==> src/hdl/uidg_pkg.sv <==
// shared widths, status codes and helpers for the unique id generator
package uidg_pkg;

    // fixed field widths of the block's ports
    localparam int IN_W   = 43;
    localparam int CFG_W  = 10;
    localparam int ID_W   = 63;
    localparam int CNT_W  = 32;
    localparam int STEP_W = 41;

    // result status codes
    localparam logic [1:0] ST_ISSUED  = 2'd0;
    localparam logic [1:0] ST_RETRY   = 2'd1;
    localparam logic [1:0] ST_NO_NODE = 2'd2;
    localparam logic [1:0] ST_RANGE   = 2'd3;

    // cap for the tracked backward step
    localparam logic [STEP_W-1:0] STEP_MAX = '1;

    function automatic logic [CNT_W-1:0] sat_inc(input logic [CNT_W-1:0] v);
        return (&v) ? v : v + CNT_W'(1);
    endfunction

endpackage

==> src/hdl/unique_id_generator_top.sv <==
// top level of the snowflake style unique id generator
//
// each request item carries the current milliseconds since the epoch and
// yields exactly one result item: a 63 bit id (ms, node, sequence packed
// from high to low), a status (issued, sequence exhausted so retry, node
// not set, time out of range) and the saturating health counters as they
// stand after that request. the block takes one item per clock and gives
// one result per clock while results are popped and full stays low; each
// item is held in the front queue and then in the back end's result queue.
// the rate is set by the back end's update of last millisecond and
// sequence, a compare, a subtract and an increment done once per cycle.
// the node number is written through the cfg channel, which is always
// ready; write it while no request is in flight. a node of zero makes every
// request report not initialized, and a new node applies to later ids
// without clearing any state.
module unique_id_generator_top import uidg_pkg::*; #(
    parameter int TIME_BITS = 41,
    parameter int SEQ_BITS  = 12,
    parameter int NODE_BITS = 10
) (
    input  logic              i_clk,
    input  logic              i_rst_n,
    // request side
    input  logic              push,
    output logic              full,
    input  logic [IN_W-1:0]   i_elapsed_ms,
    // result side
    output logic              empty,
    input  logic              pop,
    output logic [ID_W-1:0]   o_id_value,
    output logic [1:0]        o_status,
    output logic [CNT_W-1:0]  o_rollback_total,
    output logic [STEP_W-1:0] o_largest_rollback,
    output logic [CNT_W-1:0]  o_exhausted_total,
    // node number write channel
    input  logic              i_cfg_valid,
    output logic              o_cfg_ready,
    input  logic [CFG_W-1:0]  i_cfg_node_number
);

    // node number register, 0 means not initialized
    logic [CFG_W-1:0]     r_node_number, n_node_number;

    // front to back queue head
    logic                 q_valid;
    logic                 q_ready;
    logic [1:0]           q_status;
    logic [TIME_BITS-1:0] q_ms;
    logic [NODE_BITS-1:0] q_node;

    assign o_cfg_ready   = 1'b1;
    assign n_node_number = (i_cfg_valid && o_cfg_ready) ? i_cfg_node_number
                                                        : r_node_number;

    always_ff @(posedge i_clk) begin
        if (!i_rst_n) begin
            r_node_number <= '0;
        end else begin
            r_node_number <= n_node_number;
        end
    end

    // front: classify each request item and queue it
    uidg_front #(
        .TIME_BITS (TIME_BITS),
        .NODE_BITS (NODE_BITS)
    ) u_front (
        .i_clk         (i_clk),
        .i_rst_n       (i_rst_n),
        .push          (push),
        .full          (full),
        .i_elapsed_ms  (i_elapsed_ms),
        .i_node_number (r_node_number),
        .o_q_valid     (q_valid),
        .i_q_ready     (q_ready),
        .o_q_status    (q_status),
        .o_q_ms        (q_ms),
        .o_q_node      (q_node)
    );

    // back: update sequence state, build ids, hold results
    uidg_back #(
        .TIME_BITS (TIME_BITS),
        .SEQ_BITS  (SEQ_BITS),
        .NODE_BITS (NODE_BITS)
    ) u_back (
        .i_clk              (i_clk),
        .i_rst_n            (i_rst_n),
        .i_q_valid          (q_valid),
        .o_q_ready          (q_ready),
        .i_q_status         (q_status),
        .i_q_ms             (q_ms),
        .i_q_node           (q_node),
        .pop                (pop),
        .empty              (empty),
        .o_id_value         (o_id_value),
        .o_status           (o_status),
        .o_rollback_total   (o_rollback_total),
        .o_largest_rollback (o_largest_rollback),
        .o_exhausted_total  (o_exhausted_total)
    );

    // an item that was not issued carries no id
    a_no_id_unless_issued: assert property (@(posedge i_clk) disable iff (!i_rst_n)
        (!empty && o_status != ST_ISSUED) |-> (o_id_value == '0))
        else $error("id present on a result that was not issued");

    // rollback count never drops from one result item to the next
    a_rollback_monotonic: assert property (@(posedge i_clk) disable iff (!i_rst_n)
        ($past(i_rst_n) && $past(pop && !empty) && !empty)
            |-> (o_rollback_total >= $past(o_rollback_total)))
        else $error("rollback count went down");

    // largest backward step never shrinks between result items
    a_backstep_monotonic: assert property (@(posedge i_clk) disable iff (!i_rst_n)
        ($past(i_rst_n) && $past(pop && !empty) && !empty)
            |-> (o_largest_rollback >= $past(o_largest_rollback)))
        else $error("largest rollback went down");

    // exhaustion count never drops between result items
    a_exhaust_monotonic: assert property (@(posedge i_clk) disable iff (!i_rst_n)
        ($past(i_rst_n) && $past(pop && !empty) && !empty)
            |-> (o_exhausted_total >= $past(o_exhausted_total)))
        else $error("exhaustion count went down");

endmodule

==> src/hdl/uidg_fifo.sv <==
// small first-in first-out queue of flat words
module uidg_fifo #(
    parameter int WIDTH = 8,
    parameter int DEPTH = 2
) (
    input  logic             i_clk,
    input  logic             i_rst_n,
    input  logic             i_push,
    input  logic [WIDTH-1:0] i_data,
    output logic             o_full,
    input  logic             i_pop,
    output logic [WIDTH-1:0] o_data,
    output logic             o_empty
);
    localparam int PTR_W = (DEPTH > 1) ? $clog2(DEPTH) : 1;
    localparam int CNT_W = $clog2(DEPTH + 1);

    logic [WIDTH-1:0] r_mem [DEPTH];
    logic [PTR_W-1:0] r_wr_ptr, n_wr_ptr;
    logic [PTR_W-1:0] r_rd_ptr, n_rd_ptr;
    logic [CNT_W-1:0] r_count, n_count;
    logic             wr_en;
    logic             rd_en;

    assign o_full  = (r_count == CNT_W'(DEPTH));
    assign o_empty = (r_count == '0);
    assign wr_en   = i_push & ~o_full;
    assign rd_en   = i_pop & ~o_empty;
    assign o_data  = r_mem[r_rd_ptr];

    always_comb begin
        n_wr_ptr = r_wr_ptr;
        n_rd_ptr = r_rd_ptr;
        n_count  = r_count;
        if (wr_en) begin
            n_wr_ptr = (r_wr_ptr == PTR_W'(DEPTH - 1)) ? '0 : r_wr_ptr + PTR_W'(1);
        end
        if (rd_en) begin
            n_rd_ptr = (r_rd_ptr == PTR_W'(DEPTH - 1)) ? '0 : r_rd_ptr + PTR_W'(1);
        end
        if (wr_en && !rd_en) begin
            n_count = r_count + CNT_W'(1);
        end else if (rd_en && !wr_en) begin
            n_count = r_count - CNT_W'(1);
        end
    end

    always_ff @(posedge i_clk) begin
        if (!i_rst_n) begin
            r_wr_ptr <= '0;
            r_rd_ptr <= '0;
            r_count  <= '0;
        end else begin
            r_wr_ptr <= n_wr_ptr;
            r_rd_ptr <= n_rd_ptr;
            r_count  <= n_count;
        end
    end

    always_ff @(posedge i_clk) begin
        if (wr_en) begin
            r_mem[r_wr_ptr] <= i_data;
        end
    end

endmodule

==> src/hdl/uidg_front.sv <==
// front end: accepts requests, checks node and time range, queues them
module uidg_front import uidg_pkg::*; #(
    parameter int TIME_BITS = 41,
    parameter int NODE_BITS = 10
) (
    input  logic                 i_clk,
    input  logic                 i_rst_n,
    input  logic                 push,
    output logic                 full,
    input  logic [IN_W-1:0]      i_elapsed_ms,
    input  logic [CFG_W-1:0]     i_node_number,
    output logic                 o_q_valid,
    input  logic                 i_q_ready,
    output logic [1:0]           o_q_status,
    output logic [TIME_BITS-1:0] o_q_ms,
    output logic [NODE_BITS-1:0] o_q_node
);
    localparam int RAW_W = (TIME_BITS + 1 > IN_W) ? TIME_BITS + 1 : IN_W;
    localparam int Q_W   = 2 + TIME_BITS + NODE_BITS;

    logic [RAW_W-1:0]     raw_ext;
    logic [RAW_W-1:0]     ms_limit;
    logic [NODE_BITS-1:0] node;
    logic [1:0]           cls;
    logic [Q_W-1:0]       q_wdata;
    logic [Q_W-1:0]       q_rdata;
    logic                 q_empty;

    assign raw_ext  = RAW_W'(i_elapsed_ms);
    assign ms_limit = RAW_W'(1) << TIME_BITS;
    assign node     = NODE_BITS'(i_node_number);

    // node check comes before the time range check
    always_comb begin
        priority if (node == '0) begin
            cls = ST_NO_NODE;
        end else if (i_elapsed_ms[IN_W-1] || (raw_ext >= ms_limit)) begin
            cls = ST_RANGE;
        end else begin
            cls = ST_ISSUED;
        end
    end

    assign q_wdata = {cls, TIME_BITS'(raw_ext), node};

    uidg_fifo #(
        .WIDTH (Q_W),
        .DEPTH (2)
    ) u_cls_q (
        .i_clk   (i_clk),
        .i_rst_n (i_rst_n),
        .i_push  (push),
        .i_data  (q_wdata),
        .o_full  (full),
        .i_pop   (i_q_ready),
        .o_data  (q_rdata),
        .o_empty (q_empty)
    );

    assign o_q_valid                      = ~q_empty;
    assign {o_q_status, o_q_ms, o_q_node} = q_rdata;

endmodule

==> src/hdl/uidg_back.sv <==
// back end: sequence and clock tracking state, id assembly, result queue
module uidg_back import uidg_pkg::*; #(
    parameter int TIME_BITS = 41,
    parameter int SEQ_BITS  = 12,
    parameter int NODE_BITS = 10
) (
    input  logic                 i_clk,
    input  logic                 i_rst_n,
    input  logic                 i_q_valid,
    output logic                 o_q_ready,
    input  logic [1:0]           i_q_status,
    input  logic [TIME_BITS-1:0] i_q_ms,
    input  logic [NODE_BITS-1:0] i_q_node,
    input  logic                 pop,
    output logic                 empty,
    output logic [ID_W-1:0]      o_id_value,
    output logic [1:0]           o_status,
    output logic [CNT_W-1:0]     o_rollback_total,
    output logic [STEP_W-1:0]    o_largest_rollback,
    output logic [CNT_W-1:0]     o_exhausted_total
);
    localparam int EXT_W  = (TIME_BITS > STEP_W) ? TIME_BITS : STEP_W;
    localparam int PACK_W = TIME_BITS + NODE_BITS + SEQ_BITS;
    localparam int RES_W  = ID_W + 2 + CNT_W + STEP_W + CNT_W;

    logic [TIME_BITS-1:0] r_last_millis, n_last_millis;
    logic [SEQ_BITS-1:0]  r_last_seq, n_last_seq;
    logic [CNT_W-1:0]     r_rollback, n_rollback;
    logic [STEP_W-1:0]    r_max_step, n_max_step;
    logic [CNT_W-1:0]     r_exhaust, n_exhaust;

    logic                 take;
    logic                 is_ok;
    logic                 went_back;
    logic                 not_ahead;
    logic [TIME_BITS-1:0] step_diff;
    logic [EXT_W-1:0]     step_ext;
    logic [STEP_W-1:0]    step_cap;
    logic [SEQ_BITS:0]    seq_inc;
    logic                 exhausted;
    logic [TIME_BITS-1:0] new_ms;
    logic [SEQ_BITS-1:0]  new_seq;
    logic [PACK_W-1:0]    id_pack;
    logic [1:0]           res_status;
    logic [ID_W-1:0]      res_id;
    logic [RES_W-1:0]     res_wdata;
    logic [RES_W-1:0]     res_rdata;
    logic                 res_full;

    assign take  = i_q_valid & ~res_full;
    assign o_q_ready = ~res_full;
    assign is_ok = (i_q_status == ST_ISSUED);

    assign went_back = (i_q_ms < r_last_millis);
    assign not_ahead = went_back | (i_q_ms == r_last_millis);
    assign step_diff = r_last_millis - i_q_ms;
    assign step_ext  = EXT_W'(step_diff);
    assign step_cap  = (step_ext > EXT_W'(STEP_MAX)) ? STEP_MAX : STEP_W'(step_ext);

    assign seq_inc   = {1'b0, r_last_seq} + (SEQ_BITS + 1)'(1);
    assign exhausted = not_ahead & seq_inc[SEQ_BITS];
    assign new_ms    = not_ahead ? r_last_millis : i_q_ms;
    assign new_seq   = not_ahead ? seq_inc[SEQ_BITS-1:0] : '0;
    assign id_pack   = {new_ms, i_q_node, new_seq};

    always_comb begin
        n_last_millis = r_last_millis;
        n_last_seq    = r_last_seq;
        n_rollback    = r_rollback;
        n_max_step    = r_max_step;
        n_exhaust     = r_exhaust;
        if (take && is_ok) begin
            if (went_back) begin
                n_rollback = sat_inc(r_rollback);
                if (step_cap > r_max_step) begin
                    n_max_step = step_cap;
                end
            end
            if (exhausted) begin
                n_exhaust = sat_inc(r_exhaust);
            end else begin
                n_last_millis = new_ms;
                n_last_seq    = new_seq;
            end
        end
    end

    always_comb begin
        priority if (!is_ok) begin
            res_status = i_q_status;
        end else if (exhausted) begin
            res_status = ST_RETRY;
        end else begin
            res_status = ST_ISSUED;
        end
    end

    assign res_id    = (res_status == ST_ISSUED) ? ID_W'(id_pack) : '0;
    assign res_wdata = {res_id, res_status, n_rollback, n_max_step, n_exhaust};

    always_ff @(posedge i_clk) begin
        if (!i_rst_n) begin
            r_last_millis <= '0;
            r_last_seq    <= '0;
            r_rollback    <= '0;
            r_max_step    <= '0;
            r_exhaust     <= '0;
        end else begin
            r_last_millis <= n_last_millis;
            r_last_seq    <= n_last_seq;
            r_rollback    <= n_rollback;
            r_max_step    <= n_max_step;
            r_exhaust     <= n_exhaust;
        end
    end

    uidg_fifo #(
        .WIDTH (RES_W),
        .DEPTH (2)
    ) u_res_q (
        .i_clk   (i_clk),
        .i_rst_n (i_rst_n),
        .i_push  (take),
        .i_data  (res_wdata),
        .o_full  (res_full),
        .i_pop   (pop),
        .o_data  (res_rdata),
        .o_empty (empty)
    );

    assign {o_id_value, o_status, o_rollback_total, o_largest_rollback,
            o_exhausted_total} = res_rdata;

endmodule
==> config.mk <==
export PLATFORM = sky130hd
export DESIGN_NAME = unique_id_generator_top
export DESIGN_NICKNAME = d
export VERILOG_FILES = /design/src/hdl/uidg_pkg.sv /design/src/hdl/unique_id_generator_top.sv /design/src/hdl/uidg_fifo.sv /design/src/hdl/uidg_front.sv /design/src/hdl/uidg_back.sv
export SDC_FILE = /design/constraint.sdc
export NUM_CORES = 1
export LEC_CHECK = 0
export BUFFER_PORTS_ARGS = -buffer_cell sky130_fd_sc_hd__buf_2
export CAP_MARGIN = 20
export CORE_MARGIN = 10
export CORE_UTILIZATION = 40
export DETAILED_ROUTE_END_ITERATION = 12
export SYNTH_ARGS = -nofsm -noshare
export SYNTH_HDL_FRONTEND = slang
export SYNTH_SLANG_ARGS = --single-unit
==> constraint.sdc <==
create_clock -name i_clk -period 9.7 [get_ports i_clk]
set_clock_uncertainty 0.2 [all_clocks]
set_input_delay 2.425 -clock i_clk [delete_from_list [all_inputs] [get_ports i_clk]]
set_output_delay 2.425 -clock i_clk [all_outputs]
set_load 0.02 [all_outputs]
==> impl_results.md, run 1 <==
* RSZ-0062 raised after global routing: no
* Ys Warns at 0
* Vias per cell at 5.160
* Req. time, crit path at 9.97 ns
* FFs w/ async S/R, synth at 0
* Final hold slack at approximately 0.28 ns
* Slew Limit Headroom at 0.2725
* R2R cell count at 24
* DP Wirelength at around 45000 microns
* Post-Synth Adder-Cell Area at 0.03941
* Routed wire length per instance at 19.76 microns
* Final setup TNS at 0 ns
* Status: finished clean
* Post-synth net total at 2305
* Arr. time, crit path at 7.59 ns
* Startpoint types: flip-flop
* CTS H-tree lvls at 3
* Grt total ovfl at 0
* Die height at approximately 290 microns
* Xor/xnor share of the synthesized area at 0.03580
* PortBufs at 229
* PD cells at 300.4 nW/um^2
* Initial antenna violation count at 9
* Root buf cell: clkbuf_16
* Yosys reg bits at about 620
* Total GRT Usage at 0.1590
* Clock transition at path regs at 0.06 ns
* Max_cap viols at 0
* Mux cell area share after synthesis at 0.1141
* Max Fanout on Critical Path at 55
* Compound-gate portion of the synthesized area at 0.07232
* Clock latency at the later pin of the worst-skew pair at 0.60 ns
* First-pass GRT wire length at just over 100000 microns
* DR pass1 iterations at 7
* Post-synth EDFFs at 446
* Die ar. at 81330 sq um
* Mapped Area at 28130 sq um
* IR drop worst, VDD at slightly above 200 uV
* Final WL at 66370 microns
* Fillers at 6339
* Reg2Reg Setup Slack at 2.38 ns
* Synthesized instance count at 2159
* Max-slew violations at 0
* CP endpoint kind: flip-flop
* Area Overhead vs Synth at 14.85%
* Setup-failing EPs final at 0
* ANT nets after route at 0
* Hold Vio Cnt, Final at 0
* Commonest non-fill, non-tap cells in the layout: 446 x edfxtp_1, 228 x buf_2, 176 x dfxtp_1
* Post_cts resized at 0
* Post-CTS Setup Bufs at 0
* Die Wd at 285.2 microns
* Post-route DRC at 0
* Simple-gate share of the synthesized area at 0.1086
* CTS tree: yes
* Clock Tree Buf Depth at 3
* Num CTS Buffers at 68
* Period utilization at 0.7547
* Main combinational cell family by area after synthesis: multiplexers
* Avg Cell Area, Syn at 13.03 sq um
* Fraction of layout cells with a size suffix above 1 at 0.2454
* Clock Sinks at 624
* Min-Delay Path Class: flip-flop to flip-flop
* Vias at 17.33k
* Hold-fix buffers at CTS at 0
* Tmin final at about 7.3 ns
* Type of the worst setup path: flip-flop to flip-flop
* Sequential-to-total area share from yosys stat at 0.6028
* Global placement routability congestion at about 0.85
* Multi-input gate area at 10460 sq um
* Final nets at 2506
* Placeable Area at 69910 sq um
* Row count at 97
* Setup crit end: u_back.r_max_step[19]
* Leak at 12.52 nW
* Starting Density at 0.4024
* Vias in the first global route at ~18k
* Worst r2r dst: u_back.r_max_step[19]
* Largest net degree at the start of global routing at 101
* Worst Tran Pin Value at 1.091 ns
* DRT iter0 DRCs at 1188
* Register Area at 16960 sq um
* I/O pin count at between 200 and 250
* Distinct cell type count after synthesis at 72
* Synth Flop Type: edfxtp_1
* Commonest non-fill, non-tap cell in the layout: edfxtp_1
* Fmax at 136.6 MHz
[kinds of logic after synthesis]
| kind of cell | after synthesis |
|---|---|
| flops | 624 |
| mux | 280 |
| xor+xnor | 115 |
| fa+ha+maj | 88 |
| other cells | 1 |
| compound gates | 292 |
| buf+inv | 180 |
| simple gates | 579 |
[worst min-delay path by stage]
stage                     startpoint                          end  slack (ns)  cells past startpoint
floorplan           r_node_number[0]  u_front.u_cls_q.r_mem[0][0]        0.25                      0
detailed placement  r_node_number[8]  u_front.u_cls_q.r_mem[1][8]        0.28                      0
CTS                 r_node_number[8]  u_front.u_cls_q.r_mem[0][8]        0.29                      0
global placement    r_node_number[9]  u_front.u_cls_q.r_mem[0][9]        0.27                      0
global route        r_node_number[9]  u_front.u_cls_q.r_mem[1][9]        0.31                      0
finish              r_node_number[8]  u_front.u_cls_q.r_mem[0][8]        0.28                      0
[sequential cells by signal, indices dropped and copies added, names as in the netlist, named ones only]
register                  cells
u_back.u_res_q.r_rd_ptr       1
u_front.u_cls_q.r_wr_ptr      1
u_back.r_last_millis         41
u_back.r_max_step            41
u_back.r_last_seq            12
u_back.u_res_q.r_wr_ptr       1
u_back.r_exhaust             32
u_front.u_cls_q.r_count       2
u_back.r_rollback            32
r_node_number                10
u_front.u_cls_q.r_rd_ptr      1
u_front.u_cls_q.r_mem       106
u_back.u_res_q.r_mem        340
u_back.u_res_q.r_count        2
[power breakdown]
part / leakage (nW) / total [mW] / internal (mW) / switching [mW]
combinational: 5.79 / 3.36 / 1.19 / 2.17
sequential: 5.66 / 3.81 / 3.58 / 0.235
clock: 1.07 / 2.53 / 1.48 / 1.05
[metrics by stage]
step | utilization | instances | worst slack (ns) | total power, mW | instance area (sq um)
final | 0.4621 | 3359 | 2.380 | 9.705 | 32310
after global routing | 0.4621 | 3358 | 1.770 | 10.27 | 32300
after CTS | 0.4620 | 3356 | 2.381 | 9.869 | 32300
after detailed placement | 0.4308 | 3230 | 2.435 | 7.293 | 30120
after global placement | 0.4308 | 3230 | 2.555 | 7.247 | 30120
after floorplan | - | 2159 | 1.108 | 6.166 | 28130
[worst max-delay path, stage by stage (launching register included)]
cell and delay [ns]:
dfxtp_4 1.06, mux2i_1 0.38, inv_1 0.08, ha_1 0.21
fa_1 0.41, nor2b_1 0.18, o31a_1 0.20, o21ai_1 0.20
o21ai_0 0.22, nor2_1 0.10, o21ba_2 0.23, o21ai_0 0.20
xor2_1 0.32, ha_1 0.22, nand4_1 0.12, nor4_1 0.39
nand3_1 0.20, nor2_1 0.12, a2111oi_0 0.09, a21oi_1 0.18
a211oi_1 0.11, nor3_4 0.56, buf_4 0.63, mux2_4 0.36
and2_1 0.16
[synth_stat cells (3+ instances only)]
cell / n / area share
a211oi_1: 46 / 0.012
a21boi_0: 9 / 0.0024
a21o_1: 26 / 0.0069
a21oi_1: 71 / 0.013
and2_1: 112 / 0.025
and3_1: 25 / 0.0056
and4_1: 7 / 0.0022
buf_2: 23 / 0.0041
buf_6: 6 / 0.0024
clkbuf_1: 84 / 0.011
dfxtp_1: 178 / 0.13
edfxtp_1: 446 / 0.48
ha_1: 87 / 0.039
inv_1: 65 / 0.0087
mux2_2: 174 / 0.070
mux2_4: 38 / 0.020
mux2i_1: 68 / 0.024
nand2_1: 117 / 0.016
nand2b_1: 10 / 0.0022
nand3_1: 42 / 0.0075
nand3b_1: 6 / 0.0016
nand4_1: 38 / 0.0085
nor2_1: 126 / 0.017
nor2b_1: 16 / 0.0036
nor3_1: 31 / 0.0055
nor3b_1: 5 / 0.0013
nor4_1: 11 / 0.0024
nor4_2: 7 / 0.0031
nor4b_1: 3 / 0.00093
o211a_1: 42 / 0.015
o21a_1: 16 / 0.0043
o21ai_0: 41 / 0.0073
o21ai_1: 5 / 0.00089
o21bai_1: 6 / 0.0016
o22ai_1: 5 / 0.0011
or2_2: 4 / 0.00089
or3_1: 7 / 0.0016
xnor2_1: 65 / 0.020
xor2_1: 50 / 0.016
[layer usage]
| metal | vias to the layer above | GRT usage | wire length, microns |
|---|---|---|---|
| li1 | 8356 | - | - |
| met1 | 8498 | 0.2055 | 29980 |
| met5 | - | 0 | 51 |
| met2 | 368 | 0.2568 | 30930 |
| met4 | 10 | 0.05435 | 1569 |
| met3 | 100 | 0.03993 | 3837 |
[cell type report]
cell class | count | share of cell area
well taps | 940 | 0.03640
diodes | 3 | 0.0002324
inverters | 65 | 0.007552
clock buffers | 93 | 0.05813
clock inverters | 33 | 0.009450
repair buffers | 246 | 0.03950
flip-flops and latches | 624 | 0.5251
multi-input cells | 1355 | 0.3237
No activity file was read; power rests on OpenSTA's default activity.
==> inputs of run 2 (changes only) <==
- clock period: 9.7 -> 7.59 ns (I/O delays scaled with it)
==> impl_results.md, run 2 (synthesis results as in run 1) <==
* DR pass1 iterations at 7
* Final setup TNS at 0 ns
* Clock Sinks at 624
* Leak at 12.59 nW
* First-pass GRT wire length at 104400 microns
* Die Wd at around 290 microns
* Register Area at between 15000 and 20000 sq um
* DRT iter0 DRCs at 1065
* Max Fanout on Critical Path at 32
* ANT nets after route at 0
* Worst Tran Pin Value at approximately 1.1 ns
* Setup-failing EPs final at 0
* PortBufs at approximately 230
* Die ar. at ~81000 sq um
* Combinational Power Share at 0.349
* Vias at 17.52k
* Net load switching power at 4.430 mW
* Initial antenna violation count at 8
* Req. time, crit path at 7.86 ns
* Fillers at 6251
* Fmax at 150.1 MHz
* Tmin final at 6.663 ns
* IR drop worst, VDD at 264.9 uV
* Min-Delay Path Class: flip-flop to flip-flop
* Power Internal at 8.084 mW
* Max_cap viols at 0
* Worst-path cell chain: mux2i_1 -> inv_1 -> ha_1 -> fa_1 -> nor2b_1 -> o31a_1 -> o21ai_1 -> o21ai_0 -> nor2_1 -> o21ba_2 -> o21ai_0 -> xor2_1 -> ha_1 -> nand4_1 -> nor4_1 -> nand3_1 -> nor2_1 -> a2111oi_0 -> a21oi_1 -> a211oi_1 -> nor3_4 -> buf_4 -> mux2_4 -> and2_1
* Post-route DRC at 0
* Max FFs per register at 340
* Slew Limit Headroom at 0.2780
* DP Wirelength at about 46000 microns
* Grt total ovfl at 0
* Root buf cell: clkbuf_16
* CTS H-tree lvls at 3
* Fraction of layout cells with a size suffix above 1 at 0.2488
* Hold-fix buffers at CTS at 0
* Largest net degree at the start of global routing at 101
* Period utilization at 0.8779
* Max stage delay on crit path at 0.67 ns
* Num CTS Buffers at a little under 70
* Post-CTS Setup Bufs at 0
* Clock latency at the later pin of the worst-skew pair at 0.60 ns
* Vias in the first global route at 18.11k
* Most flops, register: u_back.u_res_q.r_mem
* Total GRT Usage at 0.1609
* Arr. time, crit path at 6.93 ns
* CP endpoint kind: flip-flop
* Startpoint types: flip-flop
* Clock transition at path regs at 0.06 ns
* Largest registers: u_back.u_res_q.r_mem x340, u_front.u_cls_q.r_mem x106
* Max-slew violations at 0
* Commonest non-fill, non-tap cells in the layout: 446 x edfxtp_1, 228 x buf_2, 176 x dfxtp_1
* Commonest non-fill, non-tap cell in the layout: edfxtp_1
* Multi-input gate area at 10460 sq um
* Placeable Area at ~70000 sq um
* Finished Core Util at 0.4641
* Vias per cell at 5.209
* Reg2Reg Setup Slack at 0.93 ns
* Type of the worst setup path: flip-flop to flip-flop
* PD cells at 385.7 nW/um^2
* Global placement routability congestion at 0.8474
* Status: finished clean
* Clock network fraction of design power at 0.265
* Flop pwr share at 0.386
* Starting Density at 0.4024
* Switch share at 0.3540
* CTS tree: yes
* Final nets at ~2.5k
* Routed wire length per instance at 20.01 microns
* RSZ-0062 raised after global routing: no
* Row count at 97
* Die height at between 200 and 300 microns
* I/O pin count at 231
* Area Overhead vs Synth at 15.32%
* Worst path slowest cell: dfxtp_4
* Hold Vio Cnt, Final at 0
* Final hold slack at 0.2822 ns
* Post_cts resized at 0
* Clock Tree Buf Depth at 3
* Final WL at 67280 microns
[run 2: changes by cell type in the layout (fill, tap and decap cells not counted), sizes merged]
cell      before  now
buf          246  250
bufinv         4    5
clkbuf        93   98
clkinv        20   17
clkinvlp       3    2
inv           71   69
[run 2: critical path, delay by kind of cell (launching register included)]
family / cells / cell delay, ns
and+or+nand+nor: 8 / 0.95
xor gates and xnor gates: 1 / 0.36
buffers and inverters: 2 / 0.42
DFF: 1 / 0.67
AOI/OAI and AO/OA: 8 / 2.21
muxes: 2 / 0.73
adders and majority gates: 3 / 0.96
[run 2: per-stage QoR]
stage          setup WS (ns)  cells  instance area (sq um)  power, mW
6_report              0.9269   3363                  32440      12.51
5_1_grt               0.4615   3361                  32440      13.21
4_1_cts               0.8625   3359                  32410      12.71
3_5_place_dp          0.9042   3233                  30140      9.338
3_3_place_gp           1.009   3233                  30140      9.256
2_1_floorplan          1.732   2159                  28130      7.825
[run 2: final timing paths]
check | startpoint | endpoint | cells after the start
setup / recovery | flip-flop | u_back.r_max_step[5] | 24
hold / removal | r_node_number[9] | u_front.u_cls_q.r_mem[1][9] | 0
setup reg to reg | flip-flop | u_back.r_max_step[5] | 24
hold reg to reg | r_node_number[9] | u_front.u_cls_q.r_mem[1][9] | 0
[run 2: metal layers]
layer	GRT usage	routed length (microns)	vias to the layer above	share of wire
li1	-	-	8346	-
met2	0.2727	32540	370	0.48
met5	0	50	-	0.00074
met4	0.04672	1225	8	0.018
met1	0.2034	29800	8698	0.44
met3	0.03595	3662	97	0.054
[run 2: layout make-up]
| cell class | instances | area share |
|---|---|---|
| sequential | 624 | 0.5229 |
| tap | 940 | 0.03625 |
| clock inverter | 28 | 0.009526 |
| antenna | 3 | 0.0002314 |
| clock buffer | 98 | 0.06059 |
| inverter | 65 | 0.007521 |
| multi-input combinational | 1355 | 0.3223 |
| timing repair buffer | 250 | 0.04065 |
[run 2: power by group through the flow]
stage / registers [mW] / clock network (mW) / logic (mW)
floorplan: 4.86 / 0 / 2.96
detailed placement: 4.91 / 0 / 4.43
CTS: 4.84 / 3.42 / 4.45
finish: 4.83 / 3.32 / 4.36
global route: 4.91 / 3.56 / 4.75
global placement: 4.87 / 0 / 4.38
